===== src/gbn_pkg.sv =====
`timescale 1ns / 1ps

package gbn_pkg;

    localparam int PAYLOAD_BYTES  = 512;
    localparam int PAYLOAD_SHIFT  = $clog2(PAYLOAD_BYTES);
    localparam int DEF_MAX_WINDOW = 32;
    localparam int CMD_FIFO_DEPTH = 2;

    localparam int SEQ_W    = 7;
    localparam int OFFSET_W = 16;
    localparam int LEN_W    = 10;
    localparam int KIND_W   = 3;
    localparam int LIMIT_W  = 4;

    localparam logic [7:0]         PKT_READ_REQ  = 8'd1;
    localparam logic [7:0]         PKT_ACK       = 8'd3;
    localparam logic [LIMIT_W-1:0] TIMEOUT_RESET = 4'd5;

    typedef enum logic [1:0] {
        OP_START   = 2'd0,
        OP_ACK     = 2'd1,
        OP_TIMEOUT = 2'd2
    } t_op;

    typedef enum logic [KIND_W-1:0] {
        KIND_DATA     = 3'd0,
        KIND_ERROR    = 3'd1,
        KIND_DONE     = 3'd2,
        KIND_ABORT    = 3'd3,
        KIND_BAD_TYPE = 3'd4
    } t_kind;

    typedef enum logic {
        BK_IDLE = 1'b0,
        BK_EMIT = 1'b1
    } t_back_state;

    // one queued job for the back end: a single status beat or a run of data beats
    typedef struct packed {
        logic              is_window;
        t_kind             kind;
        logic [SEQ_W-1:0]  first_seq;
        logic [SEQ_W-1:0]  last_seq;
        logic [SEQ_W-1:0]  final_index;
        logic [LEN_W-1:0]  final_length;
    } t_cmd;

endpackage


===== src/gbn_if.sv =====
`timescale 1ns / 1ps

interface gbn_in_if;
    logic        valid;
    logic        ready;
    logic [1:0]  op;
    logic [7:0]  packet_type;
    logic [7:0]  window_size;
    logic [15:0] file_size;
    logic        file_exists;
    logic [7:0]  ack_number;

    modport source (output valid, op, packet_type, window_size, file_size, file_exists,
                    ack_number, input ready);
    modport sink (input valid, op, packet_type, window_size, file_size, file_exists,
                  ack_number, output ready);
endinterface

interface gbn_out_if;
    logic        valid;
    logic        ready;
    logic [2:0]  kind;
    logic [6:0]  sequence_res;
    logic [15:0] byte_offset;
    logic [9:0]  payload_length;
    logic        last;

    modport source (output valid, kind, sequence_res, byte_offset, payload_length, last,
                    input ready);
    modport sink (input valid, kind, sequence_res, byte_offset, payload_length, last,
                  output ready);
endinterface

interface gbn_cfg_if;
    logic       valid;
    logic       ready;
    logic [3:0] data;

    modport source (output valid, data, input ready);
    modport sink (input valid, data, output ready);
endinterface


===== src/gbn_cmd_fifo.sv =====
`timescale 1ns / 1ps

module gbn_cmd_fifo
    import gbn_pkg::*;
(
    input  logic i_clk,
    input  logic i_rst_n,
    input  logic i_push,
    input  t_cmd i_cmd,
    input  logic i_pop,
    output t_cmd o_cmd,
    output logic o_full,
    output logic o_empty
);

    localparam int PTR_W = (CMD_FIFO_DEPTH > 1) ? $clog2(CMD_FIFO_DEPTH) : 1;
    localparam int CNT_W = $clog2(CMD_FIFO_DEPTH + 1);

    t_cmd             r_mem [CMD_FIFO_DEPTH];
    logic [PTR_W-1:0] r_wr_ptr, n_wr_ptr;
    logic [PTR_W-1:0] r_rd_ptr, n_rd_ptr;
    logic [CNT_W-1:0] r_count, n_count;
    logic             do_push, do_pop;

    assign o_full  = (r_count == CNT_W'(CMD_FIFO_DEPTH));
    assign o_empty = (r_count == '0);
    assign o_cmd   = r_mem[r_rd_ptr];
    assign do_push = i_push && !o_full;
    assign do_pop  = i_pop && !o_empty;

    always_comb begin
        n_wr_ptr = r_wr_ptr;
        n_rd_ptr = r_rd_ptr;
        n_count  = r_count;
        if (do_push) begin
            n_wr_ptr = (r_wr_ptr == PTR_W'(CMD_FIFO_DEPTH - 1)) ? '0 : r_wr_ptr + 1'b1;
        end
        if (do_pop) begin
            n_rd_ptr = (r_rd_ptr == PTR_W'(CMD_FIFO_DEPTH - 1)) ? '0 : r_rd_ptr + 1'b1;
        end
        if (do_push && !do_pop) begin
            n_count = r_count + 1'b1;
        end else if (do_pop && !do_push) begin
            n_count = r_count - 1'b1;
        end
    end

    always_ff @(posedge i_clk) begin
        if (!i_rst_n) begin
            r_wr_ptr <= '0;
            r_rd_ptr <= '0;
            r_count  <= '0;
        end else begin
            r_wr_ptr <= n_wr_ptr;
            r_rd_ptr <= n_rd_ptr;
            r_count  <= n_count;
        end
    end

    always_ff @(posedge i_clk) begin
        if (do_push) begin
            r_mem[r_wr_ptr] <= i_cmd;
        end
    end

endmodule


===== src/gbn_front.sv =====
`timescale 1ns / 1ps

module gbn_front
    import gbn_pkg::*;
#(
    parameter int MAX_WINDOW = DEF_MAX_WINDOW
) (
    input  logic       i_clk,
    input  logic       i_rst_n,
    gbn_in_if.sink     i_req,
    gbn_cfg_if.sink    i_cfg,
    input  logic       i_full,
    output logic       o_push,
    output t_cmd       o_cmd
);

    localparam int WIN_W = $clog2(MAX_WINDOW + 1);
    localparam int SUM_W = ((SEQ_W + 1 > WIN_W) ? SEQ_W + 1 : WIN_W) + 1;

    logic                r_active, n_active;
    logic [WIN_W-1:0]    r_win, n_win;
    logic [SEQ_W-1:0]    r_fidx, n_fidx;
    logic [LEN_W-1:0]    r_flen, n_flen;
    logic [SEQ_W:0]      r_next_seq, n_next_seq;   // highest ack + 1
    logic [LIMIT_W-1:0]  r_tcount, n_tcount;
    logic [LIMIT_W-1:0]  r_limit;

    logic                accept;
    logic                push;
    logic                mk_window;
    logic                advance;
    logic [WIN_W-1:0]    win_sat;
    logic [SUM_W-1:0]    end_sum;
    t_cmd                cmd;

    assign i_cfg.ready = 1'b1;
    assign i_req.ready = !i_full;
    assign accept      = i_req.valid && i_req.ready;
    assign o_push      = accept && push;
    assign o_cmd       = cmd;

    always_comb begin
        if (i_req.window_size > 8'(MAX_WINDOW)) begin
            win_sat = WIN_W'(MAX_WINDOW);
        end else if (i_req.window_size == '0) begin
            win_sat = WIN_W'(1);
        end else begin
            win_sat = WIN_W'(i_req.window_size);
        end
    end

    // ack only moves forward, stays inside the file and below the sequence range
    assign advance = ((i_req.ack_number >> SEQ_W) == '0)
                  && (i_req.ack_number <= {1'b0, r_fidx})
                  && (i_req.ack_number >= r_next_seq);

    always_comb begin
        n_active   = r_active;
        n_win      = r_win;
        n_fidx     = r_fidx;
        n_flen     = r_flen;
        n_next_seq = r_next_seq;
        n_tcount   = r_tcount;
        push       = 1'b0;
        mk_window  = 1'b0;
        cmd        = '0;
        cmd.kind   = KIND_DATA;
        case (i_req.op)
            OP_START: begin
                n_active = 1'b0;
                push     = 1'b1;
                if (i_req.packet_type != PKT_READ_REQ) begin
                    cmd.kind = KIND_BAD_TYPE;
                end else if (!i_req.file_exists) begin
                    cmd.kind = KIND_ERROR;
                end else begin
                    n_active   = 1'b1;
                    n_win      = win_sat;
                    n_fidx     = SEQ_W'(i_req.file_size >> PAYLOAD_SHIFT);
                    n_flen     = LEN_W'(i_req.file_size[PAYLOAD_SHIFT-1:0]);
                    n_next_seq = '0;
                    n_tcount   = '0;
                    mk_window  = 1'b1;
                end
            end
            OP_ACK: begin
                if (r_active) begin
                    push = 1'b1;
                    if (i_req.packet_type != PKT_ACK) begin
                        n_active = 1'b0;
                        cmd.kind = KIND_BAD_TYPE;
                    end else begin
                        if (advance) begin
                            n_next_seq = i_req.ack_number + 1'b1;
                            n_tcount   = '0;
                        end
                        if (n_next_seq == {1'b0, r_fidx} + 1'b1) begin
                            n_active = 1'b0;
                            cmd.kind = KIND_DONE;
                        end else begin
                            mk_window = 1'b1;
                        end
                    end
                end
            end
            OP_TIMEOUT: begin
                if (r_active) begin
                    push     = 1'b1;
                    n_tcount = r_tcount + 1'b1;
                    if (n_tcount >= r_limit) begin
                        n_active = 1'b0;
                        cmd.kind = KIND_ABORT;
                    end else begin
                        mk_window = 1'b1;
                    end
                end
            end
            default: ;
        endcase

        end_sum = SUM_W'(n_next_seq) + SUM_W'(n_win) - 1'b1;
        cmd.is_window    = mk_window;
        cmd.first_seq    = n_next_seq[SEQ_W-1:0];
        cmd.last_seq     = (end_sum > SUM_W'(n_fidx)) ? n_fidx : end_sum[SEQ_W-1:0];
        cmd.final_index  = n_fidx;
        cmd.final_length = n_flen;
    end

    always_ff @(posedge i_clk) begin
        if (!i_rst_n) begin
            r_active   <= 1'b0;
            r_win      <= '0;
            r_fidx     <= '0;
            r_flen     <= '0;
            r_next_seq <= '0;
            r_tcount   <= '0;
            r_limit    <= TIMEOUT_RESET;
        end else begin
            if (accept) begin
                r_active   <= n_active;
                r_win      <= n_win;
                r_fidx     <= n_fidx;
                r_flen     <= n_flen;
                r_next_seq <= n_next_seq;
                r_tcount   <= n_tcount;
            end
            if (i_cfg.valid && i_cfg.ready) begin
                r_limit <= i_cfg.data;
            end
        end
    end

endmodule


===== src/gbn_back.sv =====
`timescale 1ns / 1ps

module gbn_back
    import gbn_pkg::*;
(
    input  logic       i_clk,
    input  logic       i_rst_n,
    input  t_cmd       i_cmd,
    input  logic       i_empty,
    output logic       o_pop,
    gbn_out_if.source  o_res
);

    t_back_state         r_state, n_state;
    t_cmd                r_cmd;
    logic [SEQ_W-1:0]    r_seq;

    logic                r_out_valid;
    t_kind               r_kind;
    logic [SEQ_W-1:0]    r_out_seq;
    logic [OFFSET_W-1:0] r_offset;
    logic [LEN_W-1:0]    r_len;
    logic                r_last;

    logic                out_free;
    logic                load;
    logic                emit_last;

    assign out_free  = !r_out_valid || o_res.ready;
    assign emit_last = !r_cmd.is_window || (r_seq == r_cmd.last_seq);

    always_comb begin
        n_state = r_state;
        case (r_state)
            BK_IDLE: begin
                if (!i_empty) begin
                    n_state = BK_EMIT;
                end
            end
            BK_EMIT: begin
                if (out_free && emit_last) begin
                    n_state = BK_IDLE;
                end
            end
            default: n_state = BK_IDLE;
        endcase
    end

    always_comb begin
        o_pop = 1'b0;
        load  = 1'b0;
        case (r_state)
            BK_IDLE: o_pop = !i_empty;
            BK_EMIT: load  = out_free;
            default: ;
        endcase
    end

    always_ff @(posedge i_clk) begin
        if (!i_rst_n) begin
            r_state     <= BK_IDLE;
            r_out_valid <= 1'b0;
        end else begin
            r_state <= n_state;
            if (load) begin
                r_out_valid <= 1'b1;
            end else if (o_res.ready) begin
                r_out_valid <= 1'b0;
            end
        end
    end

    always_ff @(posedge i_clk) begin
        if (o_pop) begin
            r_cmd <= i_cmd;
            r_seq <= i_cmd.first_seq;
        end else if (load) begin
            r_seq <= r_seq + 1'b1;
        end
        if (load) begin
            r_last <= emit_last;
            if (r_cmd.is_window) begin
                r_kind    <= KIND_DATA;
                r_out_seq <= r_seq;
                r_offset  <= OFFSET_W'({r_seq, {PAYLOAD_SHIFT{1'b0}}});
                r_len     <= (r_seq == r_cmd.final_index) ? r_cmd.final_length
                                                          : LEN_W'(PAYLOAD_BYTES);
            end else begin
                r_kind    <= r_cmd.kind;
                r_out_seq <= '0;
                r_offset  <= '0;
                r_len     <= '0;
            end
        end
    end

    assign o_res.valid          = r_out_valid;
    assign o_res.kind           = r_kind;
    assign o_res.sequence_res   = r_out_seq;
    assign o_res.byte_offset    = r_offset;
    assign o_res.payload_length = r_len;
    assign o_res.last           = r_last;

endmodule


===== src/go_back_n_file_sender.sv =====
`timescale 1ns / 1ps

// Go-back-N sender control. Each event beat on i_req (start, ack, timeout) is
// decoded by the front end, which keeps the session state and queues at most one job in
// a two-entry command queue; the back end turns a job into result beats on
// o_res, one beat per cycle while o_res.ready holds. A status result (error,
// done, abort, bad type) is a single beat; a window of N data packets is N beats,
// at most MAX_WINDOW. Each job is first loaded from the queue, then emitted.
// The front end keeps taking events while the queue has room. i_cfg writes the
// 4-bit timeout limit (reset 5) and should only be used while the block is idle.
module go_back_n_file_sender
    import gbn_pkg::*;
#(
    parameter int MAX_WINDOW = DEF_MAX_WINDOW
) (
    input  logic       i_clk,
    input  logic       i_rst_n,
    gbn_in_if.sink     i_req,
    gbn_cfg_if.sink    i_cfg,
    gbn_out_if.source  o_res
);

    t_cmd push_cmd;
    t_cmd pop_cmd;
    logic push;
    logic pop;
    logic full;
    logic empty;

    gbn_front #(
        .MAX_WINDOW (MAX_WINDOW)
    ) u_front (
        .i_clk   (i_clk),
        .i_rst_n (i_rst_n),
        .i_req   (i_req),
        .i_cfg   (i_cfg),
        .i_full  (full),
        .o_push  (push),
        .o_cmd   (push_cmd)
    );

    gbn_cmd_fifo u_fifo (
        .i_clk   (i_clk),
        .i_rst_n (i_rst_n),
        .i_push  (push),
        .i_cmd   (push_cmd),
        .i_pop   (pop),
        .o_cmd   (pop_cmd),
        .o_full  (full),
        .o_empty (empty)
    );

    gbn_back u_back (
        .i_clk   (i_clk),
        .i_rst_n (i_rst_n),
        .i_cmd   (pop_cmd),
        .i_empty (empty),
        .o_pop   (pop),
        .o_res   (o_res)
    );

endmodule

===== src/flat_wrapper.sv =====
// flat-port wrapper written by rule: the top's interface ports become plain ports
module go_back_n_file_sender_flat import gbn_pkg::*;
#(
    parameter int MAX_WINDOW = DEF_MAX_WINDOW
)
  (i_clk, i_rst_n, i_req_valid, i_req_op, i_req_packet_type, i_req_window_size, i_req_file_size, i_req_file_exists, i_req_ack_number, i_req_ready, i_cfg_valid, i_cfg_data, i_cfg_ready, o_res_valid, o_res_kind, o_res_sequence_res, o_res_byte_offset, o_res_payload_length, o_res_last, o_res_ready);
  gbn_in_if i_req_i ();
  gbn_cfg_if i_cfg_i ();
  gbn_out_if o_res_i ();
  input  logic i_clk;
  input  logic i_rst_n;
  input wire logic [$bits(i_req_i.valid)-1:0] i_req_valid;
  input wire logic [$bits(i_req_i.op)-1:0] i_req_op;
  input wire logic [$bits(i_req_i.packet_type)-1:0] i_req_packet_type;
  input wire logic [$bits(i_req_i.window_size)-1:0] i_req_window_size;
  input wire logic [$bits(i_req_i.file_size)-1:0] i_req_file_size;
  input wire logic [$bits(i_req_i.file_exists)-1:0] i_req_file_exists;
  input wire logic [$bits(i_req_i.ack_number)-1:0] i_req_ack_number;
  output wire logic [$bits(i_req_i.ready)-1:0] i_req_ready;
  input wire logic [$bits(i_cfg_i.valid)-1:0] i_cfg_valid;
  input wire logic [$bits(i_cfg_i.data)-1:0] i_cfg_data;
  output wire logic [$bits(i_cfg_i.ready)-1:0] i_cfg_ready;
  output wire logic [$bits(o_res_i.valid)-1:0] o_res_valid;
  output wire logic [$bits(o_res_i.kind)-1:0] o_res_kind;
  output wire logic [$bits(o_res_i.sequence_res)-1:0] o_res_sequence_res;
  output wire logic [$bits(o_res_i.byte_offset)-1:0] o_res_byte_offset;
  output wire logic [$bits(o_res_i.payload_length)-1:0] o_res_payload_length;
  output wire logic [$bits(o_res_i.last)-1:0] o_res_last;
  input wire logic [$bits(o_res_i.ready)-1:0] o_res_ready;
  assign i_req_i.valid = i_req_valid;
  assign i_req_i.op = i_req_op;
  assign i_req_i.packet_type = i_req_packet_type;
  assign i_req_i.window_size = i_req_window_size;
  assign i_req_i.file_size = i_req_file_size;
  assign i_req_i.file_exists = i_req_file_exists;
  assign i_req_i.ack_number = i_req_ack_number;
  assign i_req_ready = i_req_i.ready;
  assign i_cfg_i.valid = i_cfg_valid;
  assign i_cfg_i.data = i_cfg_data;
  assign i_cfg_ready = i_cfg_i.ready;
  assign o_res_valid = o_res_i.valid;
  assign o_res_kind = o_res_i.kind;
  assign o_res_sequence_res = o_res_i.sequence_res;
  assign o_res_byte_offset = o_res_i.byte_offset;
  assign o_res_payload_length = o_res_i.payload_length;
  assign o_res_last = o_res_i.last;
  assign o_res_i.ready = o_res_ready;
  go_back_n_file_sender #(.MAX_WINDOW(MAX_WINDOW)) u_core (.i_clk(i_clk), .i_rst_n(i_rst_n), .i_req(i_req_i), .i_cfg(i_cfg_i), .o_res(o_res_i));
endmodule

===== config.mk =====
export PLATFORM = sky130hd
export DESIGN_NAME = go_back_n_file_sender_flat
export DESIGN_NICKNAME = d
export VERILOG_FILES = /design/src/gbn_pkg.sv /design/src/gbn_if.sv /design/src/gbn_cmd_fifo.sv /design/src/gbn_front.sv /design/src/gbn_back.sv /design/src/go_back_n_file_sender.sv /design/src/flat_wrapper.sv
export SDC_FILE = /design/constraint.sdc
export NUM_CORES = 1
export LEC_CHECK = 0
export BUFFER_PORTS_ARGS = -buffer_cell sky130_fd_sc_hd__buf_2
export CELL_PAD_IN_SITES_DETAIL_PLACEMENT = 0
export CELL_PAD_IN_SITES_GLOBAL_PLACEMENT = 1
export CORE_MARGIN = 2
export CORE_UTILIZATION = 51
export DETAILED_ROUTE_END_ITERATION = 8
export PLACE_DENSITY_LB_ADDON = 0.1
export SETUP_SLACK_MARGIN = 0.1
export SYNTH_ARGS = -nofsm -noshare
export SYNTH_HDL_FRONTEND = slang
export SYNTH_HIERARCHICAL = 1
export SYNTH_SLANG_ARGS = --single-unit

===== constraint.sdc =====
create_clock -name i_clk -period 14.46 [get_ports i_clk]
set_clock_uncertainty 0.15 [all_clocks]
set_input_delay 0.723 -clock i_clk [delete_from_list [all_inputs] [get_ports i_clk]]
set_output_delay 0.723 -clock i_clk [all_outputs]
set_load 0.01 [all_outputs]

==> out/qor.yml, run 1 <==
numClockSinks: 173
cts_buffer_depth: 2
globalRoute.totalOverflow: 0
end_kind: "flop"
yosys-top-cells-area: "edfxtp_1 43%, dfxtp_1 11%, mux2_2 7.0%, ha_1 6.8%, nand2_1 3.2%"
finalWirelength_um: 17100
power.internal_mw: 0.955
worstPathMaxFanout: 10
grt_pass1_wl_um: 27300
yosysSeqAreaShare_pct: 53.4
leakage_nw: 3.89
critPathArrivalTime_ns: 5.81
gp_congestion: 0.904
firstDrtPassIters: 5
synth_flop_cell: "edfxtp_1"
drive_gt1_share_pct: 22.7
syn_area_um2: 8840
ios: 92
ys_warn_count: 6
drt_iter0_markers: 288
cts_tree: "built"
synth_common_cells: "126 x edfxtp_1, 75 x nand2_1, 55 x inv_1, 55 x mux2_2, 48 x ha_1"
met2_length_um: 8250
die_area_um2: 18400
finalPower_mw: 1.33
synth_edf_count: 126
worstRegToRegCells: 21
first_global_vias: 5408
port_buffers: 81
critical_path_class: "flop to flop"
slew_headroom_pct: 37.7
fmax_mhz: 172
startpoint_type: "flop"
hold_viol_final: 0
grt.total_usage_pct: 19.5
cts_resized: 0
drv_slew: 0
area_growth_syn_to_layout_pct: 11.5
whs_path_depth: 2
synth_most_common_cell: "edfxtp_1"
hold_path.class: "flop to flop"
num-fill-cells: 1434
top_layer: "met4"
setup_violations: 0
wl_met1_um: 7950
dpl.hpwl_um: 12700
synth_largest_type_area_fraction_pct: 42.8
worstSkewPairLatency_ns: 0.42
antenna_found_initial: 0
rrSetupSlack_ns: 8.66
placed_cell_area_um2: 9270
die_h_um: 136
initial_core_util_pct: 51.7
multiInputGateArea_um2: 3610
netlist_instances: 755
routedWlPerCell_um: 16.2
nets: 916
synth_cell_types: 61
vias_per_cell: 5.13
ys_ff_latch: 173
vias: 5404
timing.final.crit_share_pct: 40.1
antenna_cells: 0
numCtsBuffers: 17
core_area_um2: 17100
cts_hold_buf: 0
r2r-start: "u_core/u_front/r_fidx[5]"
r2r-end: "u_core/u_fifo/r_mem[1][21]"
hold_end: "u_core/u_front/r_flen[1]"
tns_ns: 0
synthArstFlopShare_pct: 0
rsz0062_at_grt: "no"
die_x_um: 136
required_ns: 14.47
ir_drop_mv: 0.0883
htree_levels: 4
post-route-min-period_ns: 5.80
fp-row-count: 48
swShare_pct: 27.9
cellPowerDensity_nw_per_um2: 134
met3WireLength_um: 574
power_frac_comb_pct: 18.2
regArea_um2: 4720
clk_pin_slew_ns: 0.06
syn_area_per_cell_um2: 11.7
drv_cap: 0
tightest_slew_ns: 0.934
ant_nets: 0
p_seq_share_pct: 48.6
cts_root_buffer: "clkbuf_16"
switchingPower_mw: 0.370
grt_max_degree: 47
hold_start: "u_core/u_front/r_flen[1]"
final_cell_area_um2: 9860
cts_setup_buffers: 0
drcViolationCount: 0
synth_top_area_cell: "edfxtp_1"
share_clk_of_total_power_pct: 33.2
status: "complete, no violations"
## critical path, cell delays in order (launching register included)
cell	delay [ns]
dfxtp_1	0.43
inv_1	0.12
ha_1	0.31
a21o_1	0.20
a211oi_2	0.29
and3_1	0.23
o21a_1	0.44
and2_4	0.32
a22oi_1	0.14
ha_1	0.32
inv_1	0.04
ha_1	0.21
fa_1	0.40
a21o_1	0.20
a21oi_1	0.23
xnor2_1	0.12
ha_1	0.31
nand2_1	0.07
o21ai_0	0.16
a21oi_1	0.10
o211ai_2	0.36
mux2_2	0.40
## layout make-up
type / instances / share of cell area (%)
inverter: 56 / 2.13
clock buffer: 18 / 4.35
sequential: 173 / 47.9
multi-input combinational: 480 / 36.6
timing repair buffer: 87 / 4.57
clock inverter: 14 / 1.55
tap: 225 / 2.86
## power by group through the flow
stage / Clock [mW] / Sequential (mW) / Combinational, mW
global route: 0.470 / 0.650 / 0.271
global placement: 0 / 0.653 / 0.236
floorplan: 0 / 0.644 / 0.192
CTS: 0.450 / 0.645 / 0.244
finish: 0.439 / 0.644 / 0.241
detailed placement: 0 / 0.655 / 0.242
## layout by cell type, fill, tap and decap left out, drive strengths merged, types with 10 or more instances in the layout
cell / instances
buf: 87
xor2: 19
ha: 48
o21ai: 26
nor2b: 11
dfxtp: 47
nand2: 75
clkbuf: 18
mux2i: 15
a21boi: 23
mux2: 55
inv: 62
edfxtp: 126
conb: 10
a21oi: 21
and3: 12
nand3: 13
xnor2: 29
nor2: 18
and2: 30
## state kept, by name (all words and copies together), names as in the netlist, 2 cells and up, named ones only
register / flops
u_core/u_fifo/r_mem: 70
u_core/u_back/r_cmd: 28
u_core/u_back/o_res.payload_length: 10
u_core/u_front/r_flen: 10
u_core/u_front/r_next_seq: 8
u_core/u_back/o_res.byte_offset: 7
u_core/u_back/r_seq: 7
u_core/u_front/r_fidx: 7
u_core/u_front/r_win: 6
u_core/u_front/r_limit: 4
u_core/u_front/r_tcount: 4
u_core/u_back/o_res.kind: 3
u_core/u_fifo/r_count: 2
## kinds of logic (layout without fill, tap and decap cells)
logic type      after synthesis  after routing  share of synthesized area (%)
mux                          70             70                           8.70
xor+xnor                     48             48                           4.75
compound gates              107            107                           8.38
fa+ha+maj                    49             49                           7.02
buf+inv                     110            175                           6.21
simple gates                196            196                           11.4
other cells                   2             10                         0.0849
flops                       173            173                           53.4
## metrics by stage
| stage | setup WS, ns | util, % | instances | hold slack, ns |
|---|---|---|---|---|
| floorplan | 9.13 | - | 763 | 0.287 |
| global placement | 8.51 | 54.2 | 1021 | 0.296 |
| detailed placement | 8.40 | 54.2 | 1021 | 0.307 |
| CTS | 8.69 | 57.6 | 1053 | 0.318 |
| global route | 8.35 | 57.6 | 1053 | 0.340 |
| finish | 8.66 | 57.6 | 1053 | 0.312 |
## worst max path at each step
stage                             start                          to
4_1_cts        u_core/u_front/r_fidx[5]  u_core/u_fifo/r_mem[1][21]
5_1_grt        u_core/u_front/r_fidx[5]  u_core/u_fifo/r_mem[1][21]
2_1_floorplan       i_req_ack_number[0]  u_core/u_fifo/r_mem[0][20]
3_3_place_gp        i_req_ack_number[5]  u_core/u_fifo/r_mem[0][23]
3_5_place_dp        i_req_ack_number[5]  u_core/u_fifo/r_mem[1][21]
6_report       u_core/u_front/r_fidx[5]  u_core/u_fifo/r_mem[1][21]
## layer usage
| layer | GRT usage, % | up-vias |
|---|---|---|
| met5 | 0 | - |
| met4 | 6.66 | 0 |
| met1 | 25.8 | 2535 |
| met3 | 3.78 | 22 |
| met2 | 32.5 | 108 |
| li1 | - | 2739 |
Note: power is estimated with default switching activity, not from simulation.
==> run 2, diff against run 1 <==
--- a/config.mk
+++ b/config.mk
@@ -9,7 +9,7 @@
 export CELL_PAD_IN_SITES_DETAIL_PLACEMENT = 0
 export CELL_PAD_IN_SITES_GLOBAL_PLACEMENT = 1
 export CORE_MARGIN = 2
-export CORE_UTILIZATION = 51
+export CORE_UTILIZATION = 43
 export DETAILED_ROUTE_END_ITERATION = 8
 export PLACE_DENSITY_LB_ADDON = 0.1
 export SETUP_SLACK_MARGIN = 0.1
==> constraint.sdc (replaced) <==
create_clock -name i_clk -period 5.3 [get_ports i_clk]
set_clock_uncertainty 0.15 [all_clocks]
set_input_delay 0.265 -clock i_clk [delete_from_list [all_inputs] [get_ports i_clk]]
set_output_delay 0.265 -clock i_clk [all_outputs]
set_load 0.01 [all_outputs]
==> out/qor.yml, run 2 (synthesized netlist as in run 1, its figures left out) <==
htree_levels: 4
ir_drop_mv: 0.219
timing.final.crit_share_pct: 93.3
nets: 953
leakage_nw: 4.04
swShare_pct: 28.4
numClockSinks: 173
startpoint_type: "flop"
initial_core_util_pct: 43.7
endpoint: "u_core/u_fifo/r_mem[0][18]"
switchingPower_mw: 1.03
numCtsBuffers: 17
top_layer: "met4"
first_global_vias: 5610
die_h_um: 147
grt_max_degree: 47
cts_buffer_depth: 2
p_seq_share_pct: 48.7
fin_ws_ns: 0.353
cellPowerDensity_nw_per_um2: 352
end_kind: "flop"
tightest_slew_ns: 1.08
finalWirelength_um: 17800
die_area_um2: 21700
globalRoute.totalOverflow: 0
dpl.hpwl_um: 13200
status: "complete, no violations"
crit_start: "u_core/u_front/r_fidx[5]"
gp_congestion: 0.905
met3WireLength_um: 547
finalPower_mw: 3.62
r2r-end: "u_core/u_fifo/r_mem[0][18]"
vias: 5597
core_area_um2: 20200
worstRegToRegCells: 22
fmax_mhz: 202
ant_nets: 0
antenna_found_initial: 0
ios: 92
met2_length_um: 8090
largest_reg_flops: 70
r2r-start: "u_core/u_front/r_fidx[5]"
rrSetupSlack_ns: 0.35
drcViolationCount: 0
hold_viol_final: 0
drv_slew: 0
cts_tree: "built"
final_common_cell: "edfxtp_1"
port_buffers: 81
worstSkewPairLatency_ns: 0.42
worstPathMaxFanout: 7
fin_cells: 1135
grt.total_usage_pct: 17.2
power_frac_comb_pct: 19.1
hold_path.class: "primary input to flop"
drive_gt1_share_pct: 24.4
routedWlPerCell_um: 15.7
top_register: "u_core/u_fifo/r_mem"
critPathArrivalTime_ns: 4.96
final_cell_mix: "126 x edfxtp_1, 81 x buf_2, 75 x nand2_1"
required_ns: 5.31
fp-row-count: 52
area_growth_syn_to_layout_pct: 16.1
reg_top3: "u_core/u_fifo/r_mem: 70 flops, u_core/u_back/r_cmd: 28 flops"
tns_ns: 0
pre_cts_ws_ns: 0.0594
antenna_cells: 0
drv_cap: 0
share_clk_of_total_power_pct: 32.2
power.internal_mw: 2.59
drt_iter0_markers: 240
grt_pass1_wl_um: 29100
place_inst: 1078
setup_violations: 0
rsz0062_at_grt: "no"
slew_headroom_pct: 27.8
wl_met1_um: 8790
die_x_um: 147
clk_pin_slew_ns: 0.07
vias_per_cell: 4.93
firstDrtPassIters: 4
cts_root_buffer: "clkbuf_16"
post-route-min-period_ns: 4.95
critical_path_class: "flop to flop"
run 2: cell types whose count changed in the layout (fill, tap and decap cells not counted), moves of 2 or more:
cell           change
dlygate4sd3_1     +24
dfxtp_1            -3
a21oi_1            -2
clkinvlp_4         +2
a21oi_2            +2
clkinv_8           -2
a22oi_2            +2
buf_4             +12
a22oi_1            -2
dfxtp_2            +3
run 2: worst min-delay path by stage:
stage / from / endpoint / slack (ns) / depth (start not counted)
final: i_cfg_valid / u_core/u_front/r_limit[3] / 0.06 / 3
after global routing: i_cfg_valid / u_core/u_front/r_limit[3] / 0.09 / 3
after CTS: i_cfg_valid / u_core/u_front/r_limit[3] / 0.04 / 3
after detailed placement: u_core/u_front/r_flen[6] / u_core/u_front/r_flen[6] / 0.31 / 2
after global placement: u_core/u_front/r_flen[6] / u_core/u_front/r_flen[6] / 0.30 / 2
after floorplan: i_rst_n / u_core/u_fifo/r_wr_ptr / 0.23 / 1
run 2: area by class of cell:
type                       instances  area (µm²)
inverter                          56         210
fill                            1834        9960
sequential                       173        4730
clock inverter                    13         108
clock buffer                      19         443
multi-input combinational        480        3650
tap                              270         338
timing repair buffer             124         792
run 2: power by group through the flow:
stage | combinational, mW | clock (mW) | sequential (mW)
5_1_grt | 0.779 | 1.25 | 1.78
6_report | 0.691 | 1.17 | 1.76
4_1_cts | 0.691 | 1.20 | 1.76
2_1_floorplan | 0.523 | 0 | 1.76
3_5_place_dp | 0.674 | 0 | 1.79
3_3_place_gp | 0.659 | 0 | 1.79
run 2: timing repair:
item                                   in CTS  in global routing
setup endpoints to repair                   0                 14
buffers inserted                            0                  1
gates resized for setup                     0                 12
hold buffers                               24                  0
endpoints found under the hold margin      21                  0
run 2: routing by layer:
layer / GRT usage [%] / up-vias
met1: 24.0 / 2639
li1: - / 2819
met4: 6.39 / 0
met5: 0 / -
met2: 27.1 / 114
met3: 2.90 / 25
run 2: metrics by stage:
step | utilization (%) | instance area [µm²] | hold WS (ns)
after floorplan | - | 8870 | 0.233
after global placement | 46.6 | 9430 | 0.297
after detailed placement | 46.6 | 9430 | 0.307
after CTS | 50.5 | 10200 | 0.0371
after global routing | 50.8 | 10300 | 0.0859
final | 50.8 | 10300 | 0.0566
run 2: critical path, cell delays in order (launching register included):
cell      delay [ns]
dfxtp_2         0.36
inv_1           0.08
ha_1            0.29
a21o_1          0.20
a211oi_2        0.22
and3_1          0.22
o21a_1          0.18
and2_4          0.18
a22oi_1         0.11
ha_1            0.29
inv_1           0.04
ha_1            0.22
fa_2            0.35
a21o_1          0.20
a21oi_2         0.17
xnor2_1         0.10
ha_1            0.30
nand2_1         0.07
o21ai_0         0.17
a21oi_1         0.11
o211ai_2        0.18
buf_6           0.15
mux2_2          0.35
